## config.mk

```make
export PLATFORM = sky130hd
export DESIGN_NAME = cigar_position_cursor_core
export DESIGN_NICKNAME = d
export VERILOG_FILES = /design/src/sv/cpc_pkg.sv /design/src/sv/cigar_position_cursor_core.sv /design/src/sv/cpc_eval.sv
export SDC_FILE = /design/constraint.sdc
export NUM_CORES = 2
export LEC_CHECK = 0
export ABC_AREA = 0
export BUFFER_PORTS_ARGS = -buffer_cell sky130_fd_sc_hd__buf_2
export CAP_MARGIN = 20
export CORE_ASPECT_RATIO = 0.9
export CORE_MARGIN = 4
export CORE_UTILIZATION = 47
export CTS_BUF_LIST = sky130_fd_sc_hd__clkbuf_8
export DETAILED_ROUTE_END_ITERATION = 8
export GPL_ROUTABILITY_DRIVEN = 0
export GPL_TIMING_DRIVEN = 1
export HOLD_SLACK_MARGIN = 0.05
export PLACE_DENSITY = 0.59
export SETUP_SLACK_MARGIN = 0.02
export SLEW_MARGIN = 20
export SYNTH_ARGS = -nofsm -noshare
export SYNTH_HDL_FRONTEND = slang
export SYNTH_SLANG_ARGS = --single-unit
```

## constraint.sdc

```tcl
create_clock -name i_clk -period 12.75 [get_ports i_clk]
set_clock_uncertainty 0.1 [all_clocks]
set_input_delay 3.825 -clock i_clk [delete_from_list [all_inputs] [get_ports i_clk]]
set_output_delay 3.825 -clock i_clk [all_outputs]
set_load 0.02 [all_outputs]
```

## src/sv/cpc_pkg.sv

```systemverilog
// Shared types, codes and constants for the CIGAR position cursor block.
package cpc_pkg;

    localparam int MAX_OPS_DEF = 64;

    localparam int POS_W    = 31;
    localparam int REF_W    = 32;
    localparam int LEN_W    = 28;
    localparam int CODE_W   = 4;
    localparam int INDEL_W  = 29;
    localparam int WORD_W   = LEN_W + CODE_W;

    typedef enum logic [1:0] {
        ITEM_START  = 2'd0,
        ITEM_APPEND = 2'd1,
        ITEM_QUERY  = 2'd2,
        ITEM_NONE   = 2'd3
    } t_item;

    localparam logic [CODE_W-1:0] OPC_M = 4'd0;
    localparam logic [CODE_W-1:0] OPC_I = 4'd1;
    localparam logic [CODE_W-1:0] OPC_D = 4'd2;
    localparam logic [CODE_W-1:0] OPC_N = 4'd3;
    localparam logic [CODE_W-1:0] OPC_S = 4'd4;
    localparam logic [CODE_W-1:0] OPC_H = 4'd5;
    localparam logic [CODE_W-1:0] OPC_X = 4'd8;

    localparam logic [1:0] ST_NONE   = 2'd0;
    localparam logic [1:0] ST_FOUND  = 2'd1;
    localparam logic [1:0] ST_INSIDE = 2'd2;

    typedef struct packed {
        logic               done;
        logic [1:0]         status;
        logic [LEN_W-1:0]   offs;
        logic [LEN_W-1:0]   read_index;
        logic [INDEL_W-1:0] indel;
        logic [REF_W-1:0]   next_ref;
        logic [LEN_W-1:0]   next_read;
        logic               is_ins;
    } t_eval_res;

endpackage

```

## src/sv/cigar_position_cursor_core.sv

```systemverilog
// Top level of the CIGAR position cursor: operation store, cursor and walk control.
//
// Usage: an item is a transfer on the command channel, taken at a rising edge with
// i_start high and o_busy low. A start item sets the alignment start and empties the
// operation list; an append item stores one operation (appends beyond MAX_OPS are
// dropped). Neither produces a result, and both complete in the transfer cycle, so
// o_busy stays low and the next item may follow in the next cycle.
// A query item raises o_busy while the cursor walks the stored operations, one
// operation per cycle from the operation store, whose registered read port sets
// that pace. A query holds o_busy until the walk ends; its result is registered and
// appears on the o_ ports, with o_valid high for one cycle, as o_busy falls. The
// next item may be taken in the cycle in which the result is shown. Queries in
// sorted order move the cursor past only a few operations each.
// The receiver cannot stall, so results are never held. Reset empties the list and
// clears the cursor; the operation store needs no clearing pass.
module cigar_position_cursor_core #(
    parameter int MAX_OPS = cpc_pkg::MAX_OPS_DEF
) (
    input  logic                              i_clk,
    input  logic                              i_rst_n,
    input  logic                              i_start,
    input  logic [1:0]                        i_operation,
    input  logic [cpc_pkg::POS_W-1:0]         i_position,
    input  logic [cpc_pkg::CODE_W-1:0]        i_op_code,
    input  logic [cpc_pkg::LEN_W-1:0]         i_op_length,
    output logic                              o_busy,
    output logic                              o_valid,
    output logic [1:0]                        o_status,
    output logic [cpc_pkg::LEN_W-1:0]         o_match_offset,
    output logic [cpc_pkg::LEN_W-1:0]         o_read_index,
    output logic signed [cpc_pkg::INDEL_W-1:0] o_indel_length
);

    localparam int AW = (MAX_OPS > 1) ? $clog2(MAX_OPS) : 1;
    localparam int CW = $clog2(MAX_OPS + 1);
    localparam logic [CW-1:0] CNT_MAX = CW'(MAX_OPS);

    typedef enum logic [1:0] {
        S_IDLE = 2'b01,
        S_WALK = 2'b10
    } t_state;

    logic [cpc_pkg::WORD_W-1:0] r_mem [MAX_OPS];
    logic [cpc_pkg::WORD_W-1:0] r_rd_data;

    t_state                     r_state, n_state;
    logic [CW-1:0]              r_op_count, n_op_count;
    logic [CW-1:0]              r_op_cursor, n_op_cursor;
    logic [cpc_pkg::REF_W-1:0]  r_ref_cursor, n_ref_cursor;
    logic [cpc_pkg::LEN_W-1:0]  r_read_cursor, n_read_cursor;
    logic                       r_prev_ins, n_prev_ins;
    logic [cpc_pkg::POS_W-1:0]  r_pos;
    logic                       r_valid, n_valid;
    logic [1:0]                 r_status, n_status;
    logic [cpc_pkg::LEN_W-1:0]  r_offs, n_offs;
    logic [cpc_pkg::LEN_W-1:0]  r_index, n_index;
    logic [cpc_pkg::INDEL_W-1:0] r_indel, n_indel;

    logic                       accept;
    logic                       wr_en;
    logic                       walk_ok;
    cpc_pkg::t_eval_res         eval_res;

    assign accept = i_start && (r_state == S_IDLE);
    assign wr_en  = accept && (i_operation == cpc_pkg::ITEM_APPEND) &&
                    (r_op_count < CNT_MAX);

    cpc_eval u_eval (
        .i_position    (r_pos),
        .i_ref_cursor  (r_ref_cursor),
        .i_read_cursor (r_read_cursor),
        .i_word        (r_rd_data),
        .i_prev_ins    (r_prev_ins),
        .o_res         (eval_res)
    );

    assign walk_ok = (r_ref_cursor <= {1'b0, r_pos}) && (r_op_cursor < r_op_count);

    always_comb begin
        n_state       = r_state;
        n_op_count    = r_op_count;
        n_op_cursor   = r_op_cursor;
        n_ref_cursor  = r_ref_cursor;
        n_read_cursor = r_read_cursor;
        n_prev_ins    = r_prev_ins;
        n_valid       = 1'b0;
        n_status      = r_status;
        n_offs        = r_offs;
        n_index       = r_index;
        n_indel       = r_indel;
        case (r_state)
            S_IDLE: begin
                if (accept) begin
                    case (i_operation)
                        cpc_pkg::ITEM_START: begin
                            n_ref_cursor  = {1'b0, i_position};
                            n_read_cursor = '0;
                            n_op_cursor   = '0;
                            n_op_count    = '0;
                            n_prev_ins    = 1'b0;
                        end
                        cpc_pkg::ITEM_APPEND: begin
                            if (wr_en) begin
                                n_op_count = r_op_count + 1'b1;
                            end
                        end
                        cpc_pkg::ITEM_QUERY: begin
                            n_state = S_WALK;
                        end
                        default: begin
                        end
                    endcase
                end
            end
            S_WALK: begin
                if (!walk_ok || eval_res.done) begin
                    n_state  = S_IDLE;
                    n_valid  = 1'b1;
                    n_status = cpc_pkg::ST_NONE;
                    n_offs   = '0;
                    n_index  = '0;
                    n_indel  = '0;
                    if (walk_ok && (eval_res.status != cpc_pkg::ST_NONE)) begin
                        n_status = eval_res.status;
                        n_offs   = eval_res.offs;
                        n_index  = eval_res.read_index;
                        n_indel  = eval_res.indel;
                    end
                end else begin
                    n_op_cursor   = r_op_cursor + 1'b1;
                    n_ref_cursor  = eval_res.next_ref;
                    n_read_cursor = eval_res.next_read;
                    n_prev_ins    = eval_res.is_ins;
                end
            end
            default: begin
                n_state = S_IDLE;
            end
        endcase
    end

    always_ff @(posedge i_clk) begin
        if (wr_en) begin
            r_mem[r_op_count[AW-1:0]] <= {i_op_length, i_op_code};
        end
        r_rd_data <= r_mem[n_op_cursor[AW-1:0]];
        if (accept) begin
            r_pos <= i_position;
        end
    end

    always_ff @(posedge i_clk) begin
        if (!i_rst_n) begin
            r_state       <= S_IDLE;
            r_op_count    <= '0;
            r_op_cursor   <= '0;
            r_ref_cursor  <= '0;
            r_read_cursor <= '0;
            r_prev_ins    <= 1'b0;
            r_valid       <= 1'b0;
        end else begin
            r_state       <= n_state;
            r_op_count    <= n_op_count;
            r_op_cursor   <= n_op_cursor;
            r_ref_cursor  <= n_ref_cursor;
            r_read_cursor <= n_read_cursor;
            r_prev_ins    <= n_prev_ins;
            r_valid       <= n_valid;
        end
    end

    always_ff @(posedge i_clk) begin
        r_status <= n_status;
        r_offs   <= n_offs;
        r_index  <= n_index;
        r_indel  <= n_indel;
    end

    assign o_busy         = (r_state != S_IDLE);
    assign o_valid        = r_valid;
    assign o_status       = r_status;
    assign o_match_offset = r_offs;
    assign o_read_index   = r_index;
    assign o_indel_length = $signed(r_indel);

endmodule

```

## src/sv/cpc_eval.sv

```systemverilog
// Evaluates one stored CIGAR operation against the queried reference position.
module cpc_eval (
    input  logic [cpc_pkg::POS_W-1:0]  i_position,
    input  logic [cpc_pkg::REF_W-1:0]  i_ref_cursor,
    input  logic [cpc_pkg::LEN_W-1:0]  i_read_cursor,
    input  logic [cpc_pkg::WORD_W-1:0] i_word,
    input  logic                       i_prev_ins,
    output cpc_pkg::t_eval_res         o_res
);

    logic [cpc_pkg::CODE_W-1:0] code;
    logic [cpc_pkg::LEN_W-1:0]  len;
    logic [cpc_pkg::LEN_W-1:0]  inc;
    logic [cpc_pkg::REF_W:0]    pos_x;
    logic [cpc_pkg::REF_W:0]    run_end;
    logic [cpc_pkg::REF_W:0]    ref_sum;
    logic [cpc_pkg::LEN_W:0]    read_sum;
    logic [cpc_pkg::LEN_W:0]    idx_sum;
    logic [cpc_pkg::REF_W-1:0]  diff;
    logic                       at_pos;
    logic                       in_run;
    logic                       adv_ref;
    logic                       adv_read;

    assign code    = i_word[cpc_pkg::CODE_W-1:0];
    assign len     = i_word[cpc_pkg::WORD_W-1:cpc_pkg::CODE_W];
    assign pos_x   = {2'b00, i_position};
    assign run_end = {1'b0, i_ref_cursor} + {5'b00000, len};
    assign at_pos  = ({1'b0, i_ref_cursor} == pos_x);
    assign in_run  = (pos_x < run_end);
    assign diff    = {1'b0, i_position} - i_ref_cursor;

    always_comb begin
        o_res          = '0;
        inc            = len;
        adv_ref        = 1'b0;
        adv_read       = 1'b0;
        o_res.is_ins   = (code == cpc_pkg::OPC_I);
        case (code)
            cpc_pkg::OPC_X: begin
                inc = {{(cpc_pkg::LEN_W-1){1'b0}}, 1'b1};
                if (at_pos) begin
                    o_res.done   = 1'b1;
                    o_res.status = cpc_pkg::ST_FOUND;
                end else begin
                    adv_ref  = 1'b1;
                    adv_read = 1'b1;
                end
            end
            cpc_pkg::OPC_M: begin
                if (in_run) begin
                    o_res.done = 1'b1;
                    if (at_pos && i_prev_ins) begin
                        o_res.status = cpc_pkg::ST_NONE;
                    end else begin
                        o_res.status = cpc_pkg::ST_FOUND;
                        o_res.offs   = diff[cpc_pkg::LEN_W-1:0];
                    end
                end else begin
                    adv_ref  = 1'b1;
                    adv_read = 1'b1;
                end
            end
            cpc_pkg::OPC_D, cpc_pkg::OPC_N: begin
                if (at_pos) begin
                    o_res.done = 1'b1;
                    if (code == cpc_pkg::OPC_D) begin
                        o_res.status = cpc_pkg::ST_FOUND;
                        o_res.indel  = -{1'b0, len};
                    end
                end else if (in_run) begin
                    o_res.done   = 1'b1;
                    o_res.status = cpc_pkg::ST_INSIDE;
                end else begin
                    adv_ref = 1'b1;
                end
            end
            cpc_pkg::OPC_I: begin
                if (at_pos) begin
                    o_res.done   = 1'b1;
                    o_res.status = cpc_pkg::ST_FOUND;
                    o_res.indel  = {1'b0, len};
                end else begin
                    adv_read = 1'b1;
                end
            end
            cpc_pkg::OPC_S: begin
                adv_read = 1'b1;
            end
            default: begin
            end
        endcase
        ref_sum  = {1'b0, i_ref_cursor} + {5'b00000, inc};
        read_sum = {1'b0, i_read_cursor} + {1'b0, inc};
        idx_sum  = {1'b0, i_read_cursor} + {1'b0, o_res.offs};
        o_res.next_ref   = !adv_ref ? i_ref_cursor :
                           (ref_sum[cpc_pkg::REF_W] ? '1 : ref_sum[cpc_pkg::REF_W-1:0]);
        o_res.next_read  = !adv_read ? i_read_cursor :
                           (read_sum[cpc_pkg::LEN_W] ? '1 : read_sum[cpc_pkg::LEN_W-1:0]);
        o_res.read_index = idx_sum[cpc_pkg::LEN_W] ? '1 : idx_sum[cpc_pkg::LEN_W-1:0];
    end

endmodule

```

# Word level (Yosys, flattened, before mapping)
# Memories as Yosys holds them, arrays and structs flattened. A register that Yosys moved wholly into a read port is not among the register bits.
# Cells that the tools add are included.
[word_totals]
register_bits = 196
latch_bits = 0
ramBits = 2048
mem_bits_ro = 0
inputBits = 68
output_inout_bits = 89
elab_cells = 116
mem_count = 1
[classes]
n_addsub = 8
mul = 0
n_div = 0
n_lt_le_gt_ge = 4
eq_ne = 19
n_shift = 0
muxes = 49
bitwise_logic = 0
n_reduce_logical = 22
[memory_table]
columns = ["name", "words", "word_bits", "read_ports", "rd_clocked_by_memory_dff", "write_ports", "line_no", "text"]
rows = [
  ["r_mem", 64, 32, 1, 1, 1, "cigar_position_cursor_core.sv:43", "logic [cpc_pkg::WORD_W-1:0] r_mem [MAX_OPS];"],
]
[op_table]
columns = ["op", "count"]
rows = [
  ["$mux 28", 10],
  ["$mux 32", 5],
  ["$add 32x28->33", 2],
  ["$pmux 32 s2", 1],
  ["$add 28x28->29", 2],
  ["$mux 29", 2],
  ["$pmux 29 s2", 1],
  ["$pmux 28 s2", 1],
  ["$lt 31x33->1", 1],
  ["$eq 32x31->1", 1],
  ["$le 32x31->1", 1],
  ["$mux 31", 1],
  ["$neg 28->29", 1],
  ["$mux 7", 4],
  ["$pmux 7 s2", 2],
  ["$sub 28x28->28", 1],
  ["$add 7x1->7 const B", 2],
  ["$mux 1", 11],
  ["$ne 2x1->1 const B", 5],
  ["$reduce_and 5->1", 2],
  ["$mux 3", 3],
  ["$pmux 3 s3", 1],
  ["$eq 4x2->1 const B", 2],
  ["$ne 2x2->1 const B", 4],
  ["21 further kinds", 36],
]

# Longest topological paths before layout
[depth]
depth_word = 8
depth_mapped = 45
ltp_nobuf = 42

# By module
# From an unflattened synthesis, not the netlist that was laid out.
[hier_totals]
cells_unflattened = 7432
area_unflattened_um2 = 99201.4
[modules_own_cells]
columns = ["module", "n_inst", "cells_per_inst", "area_each_um2", "seq_area_each_um2"]
rows = [
  ["cigar_position_cursor_core", 1, 6035, 89769.8, 67244.5],
  ["cpc_eval", 1, 1397, 9431.5, 0.0],
]

# Worst setup path before layout
# Ideal clock, no wire load.
[synth_timing]
path_kind = "register to register"
from = "reg r_ref_cursor[1] (netlist name)"
to = "reg r_indel (netlist bit o_indel_length[0]), enable pin"
setup_ns = 0.544
t_arrival_ns = 8.271
required_ns = 12.106
slack_ns = 3.836
stages_incl_launch_ff = 24
n_path_buf = 0
period_less_slack_ns = 8.914
path_cell_list = "dfxtp_1 -> ha_1 -> a211oi_1 -> o211ai_1 -> a21oi_2 -> a31oi_1 -> o31a_1 -> o21a_1 -> o21ai_0 -> a21oi_1 -> o21a_1 -> o21a_1 -> o2bb2ai_1 -> o21a_1 -> o21ai_0 -> xor2_1 -> ha_1 -> a211oi_1 -> o21ai_0 -> a2111oi_1 -> nor4_2 -> o211ai_1 -> a21oi_1 -> nor2b_1"
[synth_via]
elab_chain_len = 7
word_cells_on_any_way = 13
cone_classes = "1 x add/sub; 2 x order compare; 1 x eq/ne; 5 x mux; 4 x reduce/logical"
[synth_lines]
columns = ["element", "line_no", "text"]
rows = [
  ["start: declaration", "cigar_position_cursor_core.sv:49", "logic [cpc_pkg::REF_W-1:0] r_ref_cursor, n_ref_cursor;"],
  ["start signal: assignment", "cigar_position_cursor_core.sv:165", "r_ref_cursor <= n_ref_cursor;"],
  ["$add 32x28->33", "cpc_eval.sv:28", "assign run_end = {1'b0, i_ref_cursor} + {5'b00000, len};"],
  ["$lt 31x33->1", "cpc_eval.sv:30", "assign in_run = (pos_x < run_end);"],
  ["$mux 3", "cpc_eval.sv:71", "end else if (in_run) begin"],
  ["$mux 3", "cpc_eval.sv:65", "if (at_pos) begin"],
  ["$pmux 3 s3", "cpc_eval.sv:39", "case (code)"],
  ["$logic_or 1x1->1 *", "cigar_position_cursor_core.sv:116", "if (!walk_ok || eval_res.done) begin"],
  ["$reduce_and 2->1 (no line) *", "--", ""],
  ["end signal: assignment", "cigar_position_cursor_core.sv:176", "r_indel <= n_indel;"],
  ["end: declaration", "cigar_position_cursor_core.sv:57", "logic [cpc_pkg::INDEL_W-1:0] r_indel, n_indel;"],
]
# Mark *: on every way between the ends. The rest lies on a longest branch, timed or not.
# A chain may end at the register's enable or synchronous reset.

==> flow_summary.json <==
{
  "drt_iter0_markers": 7949,
  "synth_cell_type_count": 86,
  "min_from": "r_prev_ins",
  "critPathMaxFanout": 27,
  "synthCells": 7105,
  "hold_path_depth": 2,
  "worstPathArrival_ns": 10.80,
  "drive_gt1_frac": 0.127,
  "overflow": 0,
  "r2r_start": "r_ref_cursor[1]",
  "yosysSeqAreaShare": 0.694,
  "dieArea_mm2": 0.213,
  "rsz0062_at_grt": "false",
  "path_clk_slew_ns": 0.06,
  "cts_tree": "built",
  "hold_class": "reg -> reg",
  "syn_nets": 7389,
  "synth_area_per_cell_um2": 13.6,
  "async_reset_ff_frac": 0,
  "cp_data_required_time_ns": 13.34,
  "synth_enable_flop_cells": 2166,
  "via_count": 63900,
  "max_clock_freq_mhz": 98.0,
  "timing_hold_violations_final": 0,
  "slowest_delay_ns": 0.79,
  "die_w_um": 487,
  "final_cells": 10400,
  "drt_wl_total_um": 302000,
  "clock_path_buffers": 4,
  "num-fill-cells": 17100,
  "slowest_stage": "nor2_2",
  "nets": 7721,
  "post_drt_wl_per_cell_um": 28.9,
  "place_hpwl_um": 178000,
  "final_max_slew_viol_count": 0,
  "cts_htree_levels": 5,
  "p_sw_frac": 0.263,
  "startpoint_type": "flip-flop",
  "whs_endpoint": "r_prev_ins",
  "clkPwrFrac": 0.359,
  "setup_tns_ns": 0,
  "cts_buffers": 378,
  "p_seq_frac": 0.517,
  "startpoint": "r_ref_cursor[1]",
  "path_depth": 41,
  "ioPinCount": 157,
  "cts_num_sinks": 2276,
  "post_cts_buffers": 0,
  "synth_seq_cells": 2276,
  "vdd_drop_max_v": 0.000107,
  "crit_path_end_kind": "flip-flop",
  "grt_max_degree": 168,
  "synth_area_mm2": 0.0969,
  "rrSetupSlack_ns": 2.54,
  "worstRegToRegCells": 41,
  "path_buf_inv": 1,
  "p_leak_nw": 37.2,
  "numPlacedInstances": 9760,
  "maxSlewHeadroom": 0.288,
  "comb_power_share": 0.123,
  "p_per_area_mw_per_mm2": 150,
  "path_common_cell": "o21a_1",
  "synth_warnings": 0,
  "clk-insertion-delay-late_ns": 1.08,
  "port_buffers": 156,
  "core_mm2": 0.204,
  "internal_power_w": 0.0120,
  "status": "finished clean",
  "cts_resized": 0,
  "clock-root-buffer": "clkbuf_8",
  "grtUsageTotal": 0.277,
  "grt_pass1_wl_um": 430000,
  "drc": 0,
  "antenna_found_initial": 18,
  "area_growth_pct": 11.6,
  "first_pass_iters": 6,
  "worstReg2RegEnd": "o_read_index[8]",
  "hold_buffers": 0,
  "ys.flop_type": "edfxtp_1",
  "dieHeight_um": 439,
  "fin_crit_sh": 0.801,
  "period_needed_ns": 10.21,
  "placementRows": 157,
  "p_switching_w": 0.00428,
  "path_delay_family": "compound AO/OA/AOI/OAI gates",
  "start_util": 0.474,
  "setup-violations-final": 0,
  "tightest_slew_ns": 1.07,
  "grt_pass1_vias": 60200,
  "antenna_left": 0,
  "drv_cap": 0,
  "path_class": "reg -> reg",
  "viasPerCell": 6.12
}
[through the flow]
| step | cell area [µm²] | hold slack, ns | util | power (W) | worst slack [ns] |
|---|---|---|---|---|---|
| 6_report | 108000 | 0.379 | 0.529 | 0.0163 | 2.54 |
| 5_1_grt | 108000 | 0.397 | 0.529 | 0.0169 | 1.89 |
| 4_1_cts | 108000 | 0.376 | 0.529 | 0.0163 | 2.56 |
| 3_5_place_dp | 101000 | 0.368 | 0.496 | 0.0105 | 2.62 |
| 3_3_place_gp | 101000 | 0.370 | 0.496 | 0.0105 | 2.73 |
| 2_1_floorplan | 96900 | 0.344 | - | 0.00985 | 3.84 |
[Yosys cell counts, types with 23 or more instances]
cell type,count,area [µm²]
nand2_1,1312,4920
clkbuf_1,196,736
a32oi_1,201,1760
mux4_2,80,1800
and3_1,69,432
nor2_1,299,1120
or4_1,27,203
inv_1,109,409
nand2b_1,42,263
a21oi_1,435,2180
o21ai_0,141,706
a31oi_1,69,432
or3_1,40,250
buf_2,119,596
nor3_1,56,280
edfxtp_1,2166,65000
a221oi_1,24,210
xnor2_1,68,596
o21a_1,23,173
and2_1,30,188
ha_1,211,2640
nor2b_1,49,307
buf_1,38,143
dfxtp_1,110,2200
nand4_1,76,475
mux2i_1,233,2330
o221ai_1,31,272
a2111oi_0,24,210
a211oi_1,93,698
a21o_1,43,323
xor2_1,49,429
a22oi_1,123,923
nand3_1,248,1240
[cell usage in the layout, fill, tap and decap left out, drive strengths merged, types with 24 or more instances in the layout]
cell,synthesis,routed
clkinv,0,87
clkbuf,196,404
o221ai,31,31
xor2,49,49
nand3,249,249
a211oi,94,94
a2111oi,26,26
mux4,81,81
nand2b,42,42
or3,40,40
and2,31,31
edfxtp,2166,2166
xnor2,68,68
nand4,76,76
inv,109,257
ha,211,211
mux2i,233,233
dfxtp,110,110
nor3,57,57
a221oi,24,24
or4,28,28
nor2b,49,49
buf,185,333
a32oi,201,201
a22oi,123,123
a21o,43,43
nor2,304,304
o21ai,148,148
a31oi,69,69
a21oi,436,436
nand2,1312,1312
and3,69,69
[logic make-up (layout without fill, tap and decap cells)]
kind of cell	Yosys count	after routing	share of synthesized area
xor+xnor	117	117	0.0106
simple gates	2318	2318	0.106
compound gates	1371	1371	0.0959
flops	2276	2276	0.694
mux	317	317	0.0433
fa+ha+maj	216	216	0.0283
other cells	0	23	0
buf+inv	490	1091	0.0221
[worst reg2reg max path: cells and delay by family (launching register included)]
| kind | cells | cell delay [ns] |
|---|---|---|
| xor+xnor | 1 | 0.18 |
| flops | 1 | 0.44 |
| fa+ha+maj | 4 | 1.13 |
| compound gates | 28 | 5.50 |
| buf+inv | 1 | 0.24 |
| simple gates | 7 | 2.28 |
[flip-flops by register name, summed over array words and instances, names as in the netlist]
| signal | flops |
|---|---|
| o_indel_length | 29 |
| r_rd_data | 32 |
| r_mem | 2048 |
| o_valid | 1 |
| r_state | 2 |
| r_op_count | 7 |
| r_read_cursor | 28 |
| r_op_cursor | 7 |
| r_pos | 31 |
| o_read_index | 28 |
| o_status | 2 |
| r_prev_ins | 1 |
| o_match_offset | 28 |
| r_ref_cursor | 32 |
[layer usage]
metal | track usage | part of all wire | vias to the layer above
li1 | - | - | 27900
met1 | 0.394 | 0.41 | 32200
met2 | 0.428 | 0.46 | 3226
met3 | 0.0502 | 0.091 | 528
met4 | 0.103 | 0.038 | 2
met5 | 0 | 0.00080 | -
[power groups by stage]
stage / Sequential [W] / Clock [W] / Combinational (W)
after floorplan: 0.00854 / 0 / 0.00131
after global placement: 0.00856 / 0 / 0.00195
after detailed placement: 0.00857 / 0 / 0.00198
after CTS: 0.00841 / 0.00594 / 0.00199
after global routing: 0.00842 / 0.00630 / 0.00221
final: 0.00842 / 0.00584 / 0.00201
[worst max path at each step]
stage	to	slack [ns]
2_1_floorplan	o_indel_length[0]	3.84
3_3_place_gp	o_read_index[8]	2.73
3_5_place_dp	o_read_index[8]	2.62
4_1_cts	o_read_index[8]	2.56
5_1_grt	o_read_index[2]	1.89
6_report	o_read_index[8]	2.54
[area by class of cell]
| cell class | count | area, µm² | share of cell area |
|---|---|---|---|
| multi-input combinational | 4339 | 28100 | 0.260 |
| sequential | 2276 | 67200 | 0.622 |
| clock buffer | 404 | 5560 | 0.0514 |
| antenna | 23 | 57.6 | 0.000532 |
| tap | 2703 | 3380 | 0.0313 |
| timing repair buffer | 333 | 2250 | 0.0208 |
| inverter | 109 | 409 | 0.00378 |
| clock inverter | 245 | 1110 | 0.0102 |
Power figures use the tool's default switching activity.
